File: config.mk
export PLATFORM = sky130hd
export DESIGN_NAME = serial_command_line_decoder_core
export DESIGN_NICKNAME = d
export VERILOG_FILES = /design/src/sv/scld_pkg.sv /design/src/sv/scld_ram.sv /design/src/sv/scld_ctrl.sv /design/src/sv/scld_dp.sv /design/src/sv/serial_command_line_decoder_core.sv
export SDC_FILE = /design/constraint.sdc
export NUM_CORES = 1
export LEC_CHECK = 0
export BUFFER_PORTS_ARGS = -buffer_cell sky130_fd_sc_hd__buf_4
export CORE_ASPECT_RATIO = 1.4
export CORE_MARGIN = 2
export CORE_UTILIZATION = 55
export CTS_CLUSTER_SIZE = 12
export DETAILED_ROUTE_END_ITERATION = 10
export HOLD_SLACK_MARGIN = 0.05
export PLACE_DENSITY = 0.69
export SLEW_MARGIN = 20
export SYNTH_ARGS = -nofsm -noshare
export SYNTH_HDL_FRONTEND = slang
export SYNTH_SLANG_ARGS = --single-unit
File: constraint.sdc
create_clock -name clk -period 14.8 [get_ports clk]
set_input_delay 0.74 -clock clk [delete_from_list [all_inputs] [get_ports clk]]
set_output_delay 0.74 -clock clk [all_outputs]
set_load 0.01 [all_outputs]
File: src/sv/scld_pkg.sv
// Shared types and constants of the serial command line decoder.
// Holds the command text table and the control/status structs.
// No dependencies.
package scld_pkg;

  localparam int CMD_NUM  = 13;
  localparam int TEXT_MAX = 18;
  localparam int ARG_CAP  = 56;

  localparam logic [7:0] CHAR_CR     = 8'd13;
  localparam logic [7:0] CHAR_LF     = 8'd10;
  localparam logic [7:0] CHAR_DOLLAR = 8'h24;

  localparam logic [8*TEXT_MAX-1:0] CMD_TEXT [CMD_NUM] = '{
    "GET.TIME", "UPDATE.TIME", "SET.WAKE.TIME.", "GET.WAKE.TIME",
    "SET.LAMP.INTERVAL.", "GET.LAMP.INTERVAL", "GET.ALL.SSIDS", "CONNECT.",
    "DISCONNECT", "GET.IS.CONNECTED", "GET.IP.ADDRESS", "GET.SSID", "GET.STATUS"
  };
  localparam logic [4:0] CMD_LEN [CMD_NUM] = '{
    5'd8, 5'd11, 5'd14, 5'd13, 5'd18, 5'd17, 5'd13, 5'd8, 5'd10, 5'd16,
    5'd14, 5'd8, 5'd10
  };
  localparam logic [3:0] CMD_CODE [CMD_NUM] = '{
    4'd1, 4'd2, 4'd3, 4'd4, 4'd5, 4'd6, 4'd7, 4'd8, 4'd9, 4'd10, 4'd11,
    4'd12, 4'd13
  };
  localparam logic [CMD_NUM-1:0] CMD_PREFIX = 13'b0000010010100;
  localparam logic [3:0] CMD_UNKNOWN = 4'd0;

  typedef enum logic [1:0] {RS_START, RS_TAIL, RS_POS} rd_sel_t;

  typedef struct packed {
    rd_sel_t rsel;
    logic    lf_load;
    logic    lead_inc;
    logic    trail_dec;
    logic    match_init;
    logic    match_step;
    logic    pick;
    logic    arg_step;
    logic    emit_arg;
    logic    emit_one;
    logic    unknown;
  } ctl_t;

  typedef struct packed {
    logic empty;
    logic blank;
    logic dollar;
    logic match_done;
    logic arg_go;
    logic arg_last;
    logic out_free;
  } sts_t;

  // Character j of command idx; zero past its end.
  function automatic logic [7:0] cmd_char(input int unsigned idx, input logic [4:0] j);
    logic [8*TEXT_MAX-1:0] t;
    int unsigned l;
    t = CMD_TEXT[idx];
    l = CMD_LEN[idx];
    if (j >= l) return 8'h00;
    return t[8*(l-1-j) +: 8];
  endfunction

  function automatic logic is_blank(input logic [7:0] b);
    return b == 8'd32 || b == 8'd9 || b == 8'd11 || b == 8'd12;
  endfunction

endpackage

File: src/sv/scld_ram.sv
// Generic single-write, single-read RAM with registered read data.
// No dependencies.
module scld_ram #(
  parameter int WIDTH = 8,
  parameter int DEPTH = 64
) (
  input  logic                     clk,
  input  logic                     we,
  input  logic [$clog2(DEPTH)-1:0] waddr,
  input  logic [WIDTH-1:0]         wdata,
  input  logic [$clog2(DEPTH)-1:0] raddr,
  output logic [WIDTH-1:0]         rdata
);
  logic [WIDTH-1:0] mem [DEPTH];

  always_ff @(posedge clk) begin
    if (we) mem[waddr] <= wdata;
    rdata <= mem[raddr];
  end
endmodule

File: src/sv/scld_ctrl.sv
// Controller state machine of the line decoder.
// Depends on scld_pkg (ctl_t, sts_t).
module scld_ctrl (
  input  logic           clk,
  input  logic           rst_n,
  input  logic           in_fire,
  input  logic           in_lf,
  input  scld_pkg::sts_t sts,
  output logic           idle,
  output scld_pkg::ctl_t ctl
);
  typedef enum logic [3:0] {
    S_IDLE, S_LEAD_RD, S_LEAD_EV, S_TRAIL_RD, S_TRAIL_EV, S_DOL_RD, S_DOL_EV,
    S_MATCH_RD, S_MATCH_EV, S_PICK, S_ARG_RD, S_ARG_EV, S_ONE
  } state_t;

  state_t state_r, state_nxt;

  always_ff @(posedge clk) begin
    if (!rst_n) state_r <= S_IDLE;
    else        state_r <= state_nxt;
  end

  always_comb begin
    state_nxt = state_r;
    ctl = '0;
    ctl.rsel = scld_pkg::RS_START;
    idle = 1'b0;
    unique case (state_r)
      S_IDLE: begin
        idle = 1'b1;
        if (in_fire && in_lf) begin
          ctl.lf_load = 1'b1;
          state_nxt = S_LEAD_RD;
        end
      end
      S_LEAD_RD: begin
        if (sts.empty) state_nxt = S_IDLE;
        else           state_nxt = S_LEAD_EV;
      end
      S_LEAD_EV: begin
        if (sts.blank) begin
          ctl.lead_inc = 1'b1;
          state_nxt = S_LEAD_RD;
        end else state_nxt = S_TRAIL_RD;
      end
      S_TRAIL_RD: begin
        ctl.rsel = scld_pkg::RS_TAIL;
        state_nxt = S_TRAIL_EV;
      end
      S_TRAIL_EV: begin
        ctl.rsel = scld_pkg::RS_TAIL;
        if (sts.blank) begin
          ctl.trail_dec = 1'b1;
          state_nxt = S_TRAIL_RD;
        end else state_nxt = S_DOL_RD;
      end
      S_DOL_RD: state_nxt = S_DOL_EV;
      S_DOL_EV: begin
        if (sts.dollar) begin
          ctl.match_init = 1'b1;
          state_nxt = S_MATCH_RD;
        end else begin
          ctl.unknown = 1'b1;
          state_nxt = S_ONE;
        end
      end
      S_MATCH_RD: begin
        ctl.rsel = scld_pkg::RS_POS;
        if (sts.match_done) state_nxt = S_PICK;
        else                state_nxt = S_MATCH_EV;
      end
      S_MATCH_EV: begin
        ctl.rsel = scld_pkg::RS_POS;
        ctl.match_step = 1'b1;
        state_nxt = S_MATCH_RD;
      end
      S_PICK: begin
        ctl.pick = 1'b1;
        if (sts.arg_go) state_nxt = S_ARG_RD;
        else            state_nxt = S_ONE;
      end
      S_ARG_RD: begin
        ctl.rsel = scld_pkg::RS_POS;
        state_nxt = S_ARG_EV;
      end
      S_ARG_EV: begin
        ctl.rsel = scld_pkg::RS_POS;
        if (sts.out_free) begin
          ctl.emit_arg = 1'b1;
          ctl.arg_step = 1'b1;
          state_nxt = sts.arg_last ? S_IDLE : S_ARG_RD;
        end
      end
      S_ONE: begin
        if (sts.out_free) begin
          ctl.emit_one = 1'b1;
          state_nxt = S_IDLE;
        end
      end
      default: state_nxt = S_IDLE;
    endcase
  end
endmodule

File: src/sv/scld_dp.sv
// Datapath of the line decoder: line store, trim pointers, command match
// flags, argument counter and output register. Depends on scld_pkg, scld_ram.
module scld_dp #(
  parameter int LINE_MAX = 64
) (
  input  logic           clk,
  input  logic           rst_n,
  input  logic           in_fire,
  input  logic [7:0]     in_byte,
  input  scld_pkg::ctl_t ctl,
  output scld_pkg::sts_t sts,
  input  logic           out_tready,
  output logic           out_tvalid,
  output logic [3:0]     out_command,
  output logic [7:0]     out_arg_byte,
  output logic           out_arg_valid,
  output logic           out_last
);
  localparam int LW = $clog2(LINE_MAX + 1);
  localparam int AW = $clog2(LINE_MAX);
  localparam int NC = scld_pkg::CMD_NUM;

  logic [LW-1:0] len_r, start_r, end_r, pos_r;
  logic [4:0]    j_r;
  logic [NC-1:0] alive_r;
  logic [3:0]    cmd_r;
  logic [5:0]    cnt_r;
  logic          ov_r;
  logic [3:0]    oc_r;
  logic [7:0]    ob_r;
  logic          oa_r, ol_r;

  logic          we;
  logic [LW-1:0] raddr_w, tail, blen, argpos, nrem;
  logic [7:0]    rdata;
  logic [NC-1:0] hit;
  logic          any_hit;
  int unsigned   sel;

  assign we = in_fire && in_byte != scld_pkg::CHAR_CR && in_byte != scld_pkg::CHAR_LF
              && len_r < LW'(LINE_MAX);
  assign tail = end_r - LW'(1);

  always_comb begin
    case (ctl.rsel)
      scld_pkg::RS_TAIL: raddr_w = tail;
      scld_pkg::RS_POS:  raddr_w = pos_r;
      default:           raddr_w = start_r;
    endcase
  end

  scld_ram #(.WIDTH(8), .DEPTH(LINE_MAX)) u_ram (
    .clk  (clk),
    .we   (we),
    .waddr(len_r[AW-1:0]),
    .wdata(in_byte),
    .raddr(raddr_w[AW-1:0]),
    .rdata(rdata)
  );

  // Resolve the match: first surviving command whose length fits the body.
  assign blen = end_r - start_r - LW'(1);
  always_comb begin
    any_hit = 1'b0;
    sel = 0;
    for (int i = 0; i < NC; i++) begin
      hit[i] = alive_r[i] && (scld_pkg::CMD_PREFIX[i] ? blen >= LW'(scld_pkg::CMD_LEN[i])
                                                      : blen == LW'(scld_pkg::CMD_LEN[i]));
    end
    for (int i = NC - 1; i >= 0; i--) begin
      if (hit[i]) begin
        any_hit = 1'b1;
        sel = i;
      end
    end
  end
  assign argpos = start_r + LW'(1) + LW'(scld_pkg::CMD_LEN[sel]);
  assign nrem   = end_r - argpos;

  assign sts.empty      = start_r == end_r;
  assign sts.blank      = scld_pkg::is_blank(rdata);
  assign sts.dollar     = rdata == scld_pkg::CHAR_DOLLAR;
  assign sts.match_done = j_r == 5'(scld_pkg::TEXT_MAX) || pos_r == end_r;
  assign sts.arg_go     = any_hit && scld_pkg::CMD_PREFIX[sel] && nrem != '0;
  assign sts.arg_last   = cnt_r == 6'd1;
  assign sts.out_free   = !ov_r || out_tready;

  always_ff @(posedge clk) begin
    if (!rst_n) begin
      len_r <= '0;
      ov_r  <= 1'b0;
    end else begin
      if (ctl.lf_load) len_r <= '0;
      else if (we)     len_r <= len_r + LW'(1);
      if (ctl.emit_arg || ctl.emit_one) ov_r <= 1'b1;
      else if (out_tready)              ov_r <= 1'b0;
    end
    if (ctl.lf_load) begin
      start_r <= '0;
      end_r   <= len_r;
    end
    if (ctl.lead_inc)  start_r <= start_r + LW'(1);
    if (ctl.trail_dec) end_r   <= tail;
    if (ctl.unknown)   cmd_r   <= scld_pkg::CMD_UNKNOWN;
    if (ctl.match_init) begin
      pos_r   <= start_r + LW'(1);
      j_r     <= '0;
      alive_r <= '1;
    end
    if (ctl.match_step) begin
      for (int i = 0; i < NC; i++) begin
        if (j_r < scld_pkg::CMD_LEN[i] && rdata != scld_pkg::cmd_char(i, j_r))
          alive_r[i] <= 1'b0;
      end
      j_r   <= j_r + 5'd1;
      pos_r <= pos_r + LW'(1);
    end
    if (ctl.pick) begin
      cmd_r <= any_hit ? scld_pkg::CMD_CODE[sel] : scld_pkg::CMD_UNKNOWN;
      pos_r <= argpos;
      cnt_r <= nrem > LW'(scld_pkg::ARG_CAP) ? 6'(scld_pkg::ARG_CAP) : nrem[5:0];
    end
    if (ctl.arg_step) begin
      pos_r <= pos_r + LW'(1);
      cnt_r <= cnt_r - 6'd1;
    end
    if (ctl.emit_arg) begin
      oc_r <= cmd_r;
      ob_r <= rdata;
      oa_r <= 1'b1;
      ol_r <= cnt_r == 6'd1;
    end
    if (ctl.emit_one) begin
      oc_r <= cmd_r;
      ob_r <= 8'h00;
      oa_r <= 1'b0;
      ol_r <= 1'b1;
    end
  end

  assign out_tvalid    = ov_r;
  assign out_command   = oc_r;
  assign out_arg_byte  = ob_r;
  assign out_arg_valid = oa_r;
  assign out_last      = ol_r;
endmodule

File: src/sv/serial_command_line_decoder_core.sv
// Top level of the serial command line decoder.
// Depends on scld_pkg, scld_ctrl, scld_dp (and scld_ram through scld_dp).
//
// Usage:
//  - Input channel in_*: one received byte per beat. CR is dropped, LF ends
//    the line, every other byte is stored until LINE_MAX bytes are held;
//    further bytes are dropped until the next LF.
//  - Output channel out_*: one beat per result. A line gives nothing (empty
//    after trimming blanks), one command beat, or one beat per argument
//    byte of a prefix command (capped at 56); tlast marks the line's end.
//  - Input hold: ordinary bytes are taken without a pause. After an LF the
//    input is held while the decoder trims blanks at each end, checks for a
//    leading dollar, compares body bytes (at most 18) and emits the command
//    beat or the argument beats, one read of the line store at a time.
//  - Results go through one output register: a new result is loaded when
//    it is empty or being taken, so a stalled receiver holds the decoder
//    in its emit step; ordinary bytes are still taken while the last beat
//    of a line waits.
//  - Reset (rst_n low, synchronous) empties the line and output register.
module serial_command_line_decoder_core #(
  parameter int LINE_MAX = 64
) (
  input  logic        clk,
  input  logic        rst_n,
  input  logic        in_tvalid,
  output logic        in_tready,
  input  logic [7:0]  in_tdata,   // [7:0] rx_byte
  output logic        out_tvalid,
  input  logic        out_tready,
  output logic [15:0] out_tdata,  // [3:0] command, [11:4] arg_byte, [12] arg_valid
  output logic        out_tlast   // last
);
  scld_pkg::ctl_t ctl;
  scld_pkg::sts_t sts;
  logic           idle, in_fire;
  logic [3:0]     cmd;
  logic [7:0]     arg;
  logic           argv;

  // Accept bytes only while the controller is not working on a line.
  assign in_tready = idle;
  assign in_fire   = in_tvalid && in_tready;

  scld_ctrl u_ctrl (
    .clk    (clk),
    .rst_n  (rst_n),
    .in_fire(in_fire),
    .in_lf  (in_tdata == scld_pkg::CHAR_LF),
    .sts    (sts),
    .idle   (idle),
    .ctl    (ctl)
  );

  scld_dp #(.LINE_MAX(LINE_MAX)) u_dp (
    .clk          (clk),
    .rst_n        (rst_n),
    .in_fire      (in_fire),
    .in_byte      (in_tdata),
    .ctl          (ctl),
    .sts          (sts),
    .out_tready   (out_tready),
    .out_tvalid   (out_tvalid),
    .out_command  (cmd),
    .out_arg_byte (arg),
    .out_arg_valid(argv),
    .out_last     (out_tlast)
  );

  // Pack the result beat, padded to whole bytes.
  assign out_tdata = {3'b000, argv, arg, cmd};
endmodule

==> run_results.csv, run 1 <==
group,metric,value,unit
route,wl_per_cell,24.6,um
clock_tree,post_cts_buffers,0,
die,floorplan.die_area,55300,um2
pwr,power.density_cell_area,103,nW/um2
place,detailed_place_hpwl,47100,um
worst_hold_path,worst_hold_path_type,"input pin to flop",
clock_tree,clk_root_buffer_cell,"clkbuf_16",
timing,postLayoutSetupSlackWorst,7.25,ns
setup_path,timing.critical_path.mode_cell,"inv_1",
synthesis,synth-edff-count,552,
synthesis,synth.ff_latch_count,595,
setup_path,ff2ff_path_depth,28,
place,port_buffers,27,
synthesis,post_synth_num_cell_types,93,
setup_path,worst_path_max_delay_cell,"a2111oi_0",
clock_tree,cts.htree.levels,2,
clock_tree,cts_tree,"done",
final_layout,finish.net_count,2211,
timing,achievable-frequency,0.132,GHz
final_layout,area_growth_from_synthesis_to_layout,8.60,%
route,post-route-drc-count,0,
synthesis,postSynthCellCount,2178,
clock_tree,ctsHoldBuffers,0,
synthesis,synth_top_area_frac,0.564,
route,wirelength,71700,um
synthesis,synth.yosys.warnings,0,
place,place_worst_setup_slack,7.42,ns
place,gp_routability_congestion,0.904,
setup_path,cpPeakStageDelay,0.76,ns
timing,fin_tns_setup,0,ns
route,vias_per_cell,6.36,
pwr,worst_ir_drop_vdd,0.0000900,V
final_layout,share_of_final_layout_standard_cells_stronger_than_drive_strength_1,0.136,
route,detail_route.first_pass.iterations,6,
final_layout,antenna-diode-count,0,
final_layout,fill_cells,4033,
clock_tree,clk_pin_slew,0.06,ns
setup_path,end_kind,"flop",
setup_path,startpoint_type,"flop",
synthesis,async_flop_share,0,
synthesis,synth_top_family_by_area,"multiplexers",
global_route,global_route.usage.total,0.264,
setup_path,cp.arrival,8.06,ns
synthesis,synth_area_per_cell,13.5,um2
route,detail_route.iter0.violations,1718,
synthesis,post_synth_and_or_nand_nor_area_fraction,0.0916,
route,antenna_left,0,
place,detailed_place.area,30200,um2
global_route,gr-total-overflow,0,
global_route,first_global_vias,18400,
synthesis,proportion_of_synthesized_chip_area_in_sequential_cells,0.594,
timing,grt_setup_unrepaired,"no",
timing,final_worst_path_period_share,0.510,
timing,timing.slew.headroom,0.312,
setup_path,critPathRequiredTime,15.31,ns
clock_tree,numCtsBuffers,57,
global_route,grt_first_pass_wirelength,110000,um
setup_path,criticalPathCategory,"flop to flop",
timing,setup_viol,0,
synthesis,post_synth_main_area_contributors,"edfxtp_1 56%, mux4_2 9.8%, mux2i_1 4.6%, dfxtp_1 2.9%, nor2_1 2.6%",
synthesis,post_synth_fa_ha_maj_area_fraction,0.0202,
synthesis,synthDominantAreaCellType,"edfxtp_1",
synthesis,synth_common_cells,"552 x edfxtp_1, 207 x nor2_1, 134 x mux2i_1",
clock_tree,post_cts.resized_instances,0,
timing,finalWorstPathRequiredPeriod,7.55,ns
die,core-area,52900,um2
timing,final_max_slew_viol_count,0,
global_route,grt_max_degree,69,
timing,fin_hold_viols,0,
die,floorplan.rows,100,
clock_tree,clkLatencyLatePin,0.63,ns
setup_path,worst-path-max-fanout,10,
synthesis,synth_compound_gate_area_share,0.0874,
synthesis,most_frequent_cell_after_synthesis,"edfxtp_1",
route,detailroute.via_count,18500,
pwr,power.static_leakage,10.6,nW
die,die_w,199,um
outcome,status,"completed",
job,maxCapViolations,0,
synthesis,muxShareOfSynthArea,0.146,
clock_tree,clk_path_buf_depth,3,
timing,worst_clock_skew,0.0424,ns
synthesis,synth_xor_xnor_area_share,0.0341,
timing,actual_slew_at_the_worst_max_slew_pin,1.03,ns
die,io_pins,31,
final_layout,final_cell_area,31900,um2
global_route,grt_antenna_before_repair,0,
synthesis,syn-cell-area,29400,um2
timing,timing.hold.ws,0.406,ns
die,effective_utilization_at_floorplan,0.555,
die,chipHeight,277,um
pwr,design_power_total,3.29,mW
synthesis,ys.flop_type,"edfxtp_1",
worst_hold_path,hold_depth,2,
clock_tree,clock_sink_count,595,
sequential cells by signal, summed over array words and instances, names as in the netlist:
| signal | cells |
|---|---|
| u_dp.u_ram.mem | 512 |
| u_dp.alive_r | 13 |
| u_dp.out_arg_byte | 8 |
| u_dp.u_ram.rdata | 8 |
| u_dp.end_r | 7 |
| u_dp.len_r | 7 |
| u_dp.pos_r | 7 |
| u_dp.start_r | 7 |
| u_dp.cnt_r | 6 |
| u_dp.j_r | 5 |
| u_ctrl.state_r | 4 |
| u_dp.cmd_r | 4 |
| u_dp.out_command | 4 |
| u_dp.out_arg_valid | 1 |
| u_dp.out_last | 1 |
| u_dp.out_tvalid | 1 |
layout make-up:
| type | count | area (um2) | area share |
|---|---|---|---|
| clock inverters | 6 | 80.1 | 0.00251 |
| flip-flops and latches | 595 | 17400 | 0.547 |
| clock buffers | 100 | 1620 | 0.0508 |
| repair buffers | 59 | 463 | 0.0145 |
| multi-input cells | 1389 | 11200 | 0.351 |
| inverters | 53 | 199 | 0.00624 |
| well taps | 714 | 893 | 0.0280 |
final timing paths:
| kind | slack [ns] | to | from |
|---|---|---|---|
| worst min-delay path | 0.41 | u_dp.out_tvalid$_SDFFE_PN0P_ | rst_n |
| worst max register to register | 7.25 | u_ctrl.state_r[1]$_SDFFE_PN0P_ | u_dp.start_r[0]$_SDFFCE_PN0P_ |
| worst max-delay path | 7.25 | u_ctrl.state_r[1]$_SDFFE_PN0P_ | u_dp.start_r[0]$_SDFFCE_PN0P_ |
| worst min register to register | 0.42 | u_dp.out_command[2]$_DFFE_PP_ | u_dp.cmd_r[2]$_SDFFCE_PN0P_ |
routing by layer:
layer,vias to the layer above,GRT usage,routed length (um)
met2,747,0.449,36600
met1,9220,0.337,27600
li1,8384,-,-
met4,0,0.122,3570
met3,194,0.0322,3950
met5,-,0,0
through the flow:
stage,util,instances
6_report,0.603,2916
5_1_grt,0.603,2916
4_1_cts,0.602,2915
3_5_place_dp,0.570,2809
3_3_place_gp,0.570,2809
2_1_floorplan,-,2180
power breakdown:
group | leakage [nW] | switching, mW | internal (mW)
clock | 0.809 | 0.602 | 0.740
sequential | 5.28 | 0.00421 | 1.84
combinational | 4.47 | 0.0759 | 0.0292
total | 10.6 | 0.682 | 2.61
placed cells by master, fill, tap and decap left out, drive strengths merged, types with 32 or more instances in the layout:
master,synthesis,final
a21oi,113,113
a31oi,32,32
buf,47,59
clkbuf,95,100
dfxtp,43,43
edfxtp,552,552
ha,41,41
inv,50,50
mux2i,134,134
mux4,128,128
nand2,131,131
nand3,50,50
nor2,207,207
nor3,46,46
o21ai,77,77
xnor2,67,67
xor2,44,44
worst max-delay path, delay by kind of cell (launching register included):
| kind | cells | cell delay (ns) |
|---|---|---|
| AOI/OAI and AO/OA | 10 | 2.82 |
| buffers and inverters | 5 | 0.52 |
| xor gates and xnor gates | 2 | 0.44 |
| and+or+nand+nor | 4 | 0.90 |
| adders and majority gates | 7 | 2.22 |
| DFF | 1 | 0.50 |
cell families after synthesis:
group	count (synthesis)
AO/OA/AOI/OAI	392
XOR/XNOR	112
adder cells (fa/ha/maj)	46
buffers and inverters	196
flip-flops	595
multiplexers	268
other	1
AND/OR/NAND/NOR	568
No activity file was read; power rests on OpenSTA's default activity.
==> run 2, diff against run 1 <==
==> constraint.sdc (replaced) <==
create_clock -name clk -period 7.5 [get_ports clk]
set_input_delay 0.375 -clock clk [delete_from_list [all_inputs] [get_ports clk]]
set_output_delay 0.375 -clock clk [all_outputs]
set_load 0.01 [all_outputs]
==> run 2 against run 1 <==
Cell area grew 0.19%. Non-clock buffer count up 12. Power is 96% higher. Critical path depth increased by 1. Worst setup slack lost 6.7 ns. Wire length increased by 1.0%. Die area did not move. Cell count fell by 0.38%. Critical endpoint is now u_dp.cnt_r[2]$_DFFE_PP_. Highest routed layer unchanged.
==> run_results.csv, run 2 (synthesized netlist as in run 1, its figures left out) <==
group,metric,value,unit
setup_path,worst-path-max-fanout,10,
timing,final_max_slew_viol_count,0,
pwr,power.static_leakage,10.6,nW
clock_tree,cts_tree,"done",
clock_tree,clk_root_buffer_cell,"clkbuf_16",
clock_tree,numCtsBuffers,57,
global_route,global_route.usage.total,0.266,
route,detail_route.first_pass.iterations,6,
timing,final_worst_path_period_share,0.921,
timing,achievable-frequency,0.145,GHz
global_route,grt_antenna_before_repair,0,
pwr,design_power_total,6.45,mW
setup_path,critPathRequiredTime,7.94,ns
timing,actual_slew_at_the_worst_max_slew_pin,0.981,ns
final_layout,registers_with_the_highest_flip_flop_counts,"u_dp.u_ram.mem: 512 flops, u_dp.alive_r: 13 flops",
clock_tree,clk_pin_slew,0.06,ns
job,maxCapViolations,0,
route,wirelength,72500,um
final_layout,layout_common_cells,"552 x edfxtp_1, 207 x nor2_1, 132 x mux2i_1",
final_layout,finish.net_count,2223,
timing,timing.slew.headroom,0.343,
route,post-route-drc-count,0,
final_layout,largest_register,"u_dp.u_ram.mem",
pwr,power.switching,1.33,mW
final_layout,share_of_final_layout_standard_cells_stronger_than_drive_strength_1,0.142,
clock_tree,clkLatencyLatePin,0.63,ns
worst_hold_path,worst_hold_path_type,"input pin to flop",
route,antenna_left,0,
setup_path,startpoint_type,"flop",
setup_path,cp.arrival,7.35,ns
die,effective_utilization_at_floorplan,0.555,
global_route,grt_max_degree,84,
pwr,p_clk_frac,0.402,
pwr,seq_power_share,0.565,
setup_path,end_kind,"flop",
route,vias_per_cell,6.42,
setup_path,cpPeakStageDelay,0.46,ns
setup_path,worst_path_max_delay_cell,"fa_1",
final_layout,largest_register_ff_count,512,
clock_tree,clk_path_buf_depth,3,
route,detail_route.iter0.violations,1584,
timing,finalWorstPathRequiredPeriod,6.91,ns
final_layout,area_growth_from_synthesis_to_layout,8.81,%
timing,fin_hold_viols,0,
timing,grt_setup_unrepaired,"no",
pwr,power_report.internal_total,5.12,mW
clock_tree,cts.htree.levels,2,
place,gp_routability_congestion,0.931,
pwr,part_of_the_power_in_combinational_logic,0.033,
timing,worst_clock_skew,0.0484,ns
die,chipHeight,277,um
pwr,power.density_cell_area,202,nW/um2
route,detailroute.via_count,18700,
die,io_pins,31,
global_route,gr-total-overflow,0,
place,detailed_place_hpwl,47600,um
die,core-area,52900,um2
setup_path,timing.critical_path.mode_cell,"inv_1",
final_layout,most_frequent_standard_cell_in_the_layout_excluding_fill_and_tap_cells,"edfxtp_1",
timing,setup_viol,0,
timing,fin_tns_setup,0,ns
global_route,grt_first_pass_wirelength,111000,um
global_route,first_global_vias,18600,
pwr,worst_ir_drop_vdd,0.000191,V
final_layout,antenna-diode-count,0,
die,floorplan.die_area,55300,um2
route,wl_per_cell,24.9,um
clock_tree,clock_sink_count,595,
die,die_w,199,um
die,floorplan.rows,100,
outcome,status,"completed",
place,port_buffers,27,
pwr,p_sw_frac,0.206,
setup_path,criticalPathCategory,"flop to flop",
==> run 2: path summary, 6_finish.rpt <==
path	to	from	slack, ns	cells after the start
worst min-delay path	u_dp.out_tvalid$_SDFFE_PN0P_	out_tready	0.14	3
worst min register to register	u_dp.out_command[1]$_DFFE_PP_	u_dp.cmd_r[1]$_SDFFCE_PN0P_	0.42	0
worst max register to register	u_dp.cnt_r[2]$_DFFE_PP_	u_dp.start_r[0]$_SDFFCE_PN0P_	0.59	29
worst max-delay path	u_dp.cnt_r[2]$_DFFE_PP_	u_dp.start_r[0]$_SDFFCE_PN0P_	0.59	29
==> run 2: routing by layer <==
layer  GRT usage  part of all wire
met5           0                 0
met4       0.118             0.048
met3      0.0328             0.057
met2       0.454              0.51
met1       0.340              0.38
==> run 2: power by group through the flow <==
| stage | logic (mW) | registers (mW) | clock network (mW) |
|---|---|---|---|
| final | 0.210 | 3.64 | 2.60 |
| after global placement | 0.198 | 3.71 | 0 |
| after detailed placement | 0.207 | 3.71 | 0 |
| after global routing | 0.225 | 3.64 | 2.77 |
| after floorplan | 0.105 | 3.71 | 0 |
| after CTS | 0.208 | 3.64 | 2.64 |
==> run 2: repair_timing <==
item	4_1_cts	5_1_grt
resized for setup	0	6
buffers inserted	0	4
setup endpoints to repair	0	8
hold buffers	2	0
endpoints found under the hold margin	8	0
==> run 2: metrics by stage <==
step / area, um2 / std cells / util / hold WS, ns / setup WS [ns]
after floorplan: 29400 / 2180 / - / 0.400 / 1.08
final: 32000 / 2905 / 0.604 / 0.144 / 0.593
after global placement: 30200 / 2816 / 0.571 / 0.404 / 0.442
after detailed placement: 30200 / 2816 / 0.571 / 0.408 / 0.288
after CTS: 31900 / 2901 / 0.603 / 0.115 / 0.217
after global routing: 32000 / 2905 / 0.604 / 0.117 / 0.0648
==> run 2: area by class of cell <==
class                           instances  area [um2]
Timing Repair Buffer                   71         563
Tap cell                              714         893
Fill cell                            4048       21000
Clock inverter                          9        87.6
Multi-Input combinational cell       1389       11200
Sequential cell                       595       17400
Clock buffer                           74        1540
Inverter                               53         199
==> run 2: critical path: cells and delay by family (launching register included) <==
kind                     cells  cell delay [ns]
AO/OA/AOI/OAI               11             2.39
XOR/XNOR                     2             0.42
adder cells (fa/ha/maj)      7             2.24
buffers and inverters        6             0.71
flip-flops                   1             0.43
AND/OR/NAND/NOR              3             0.55
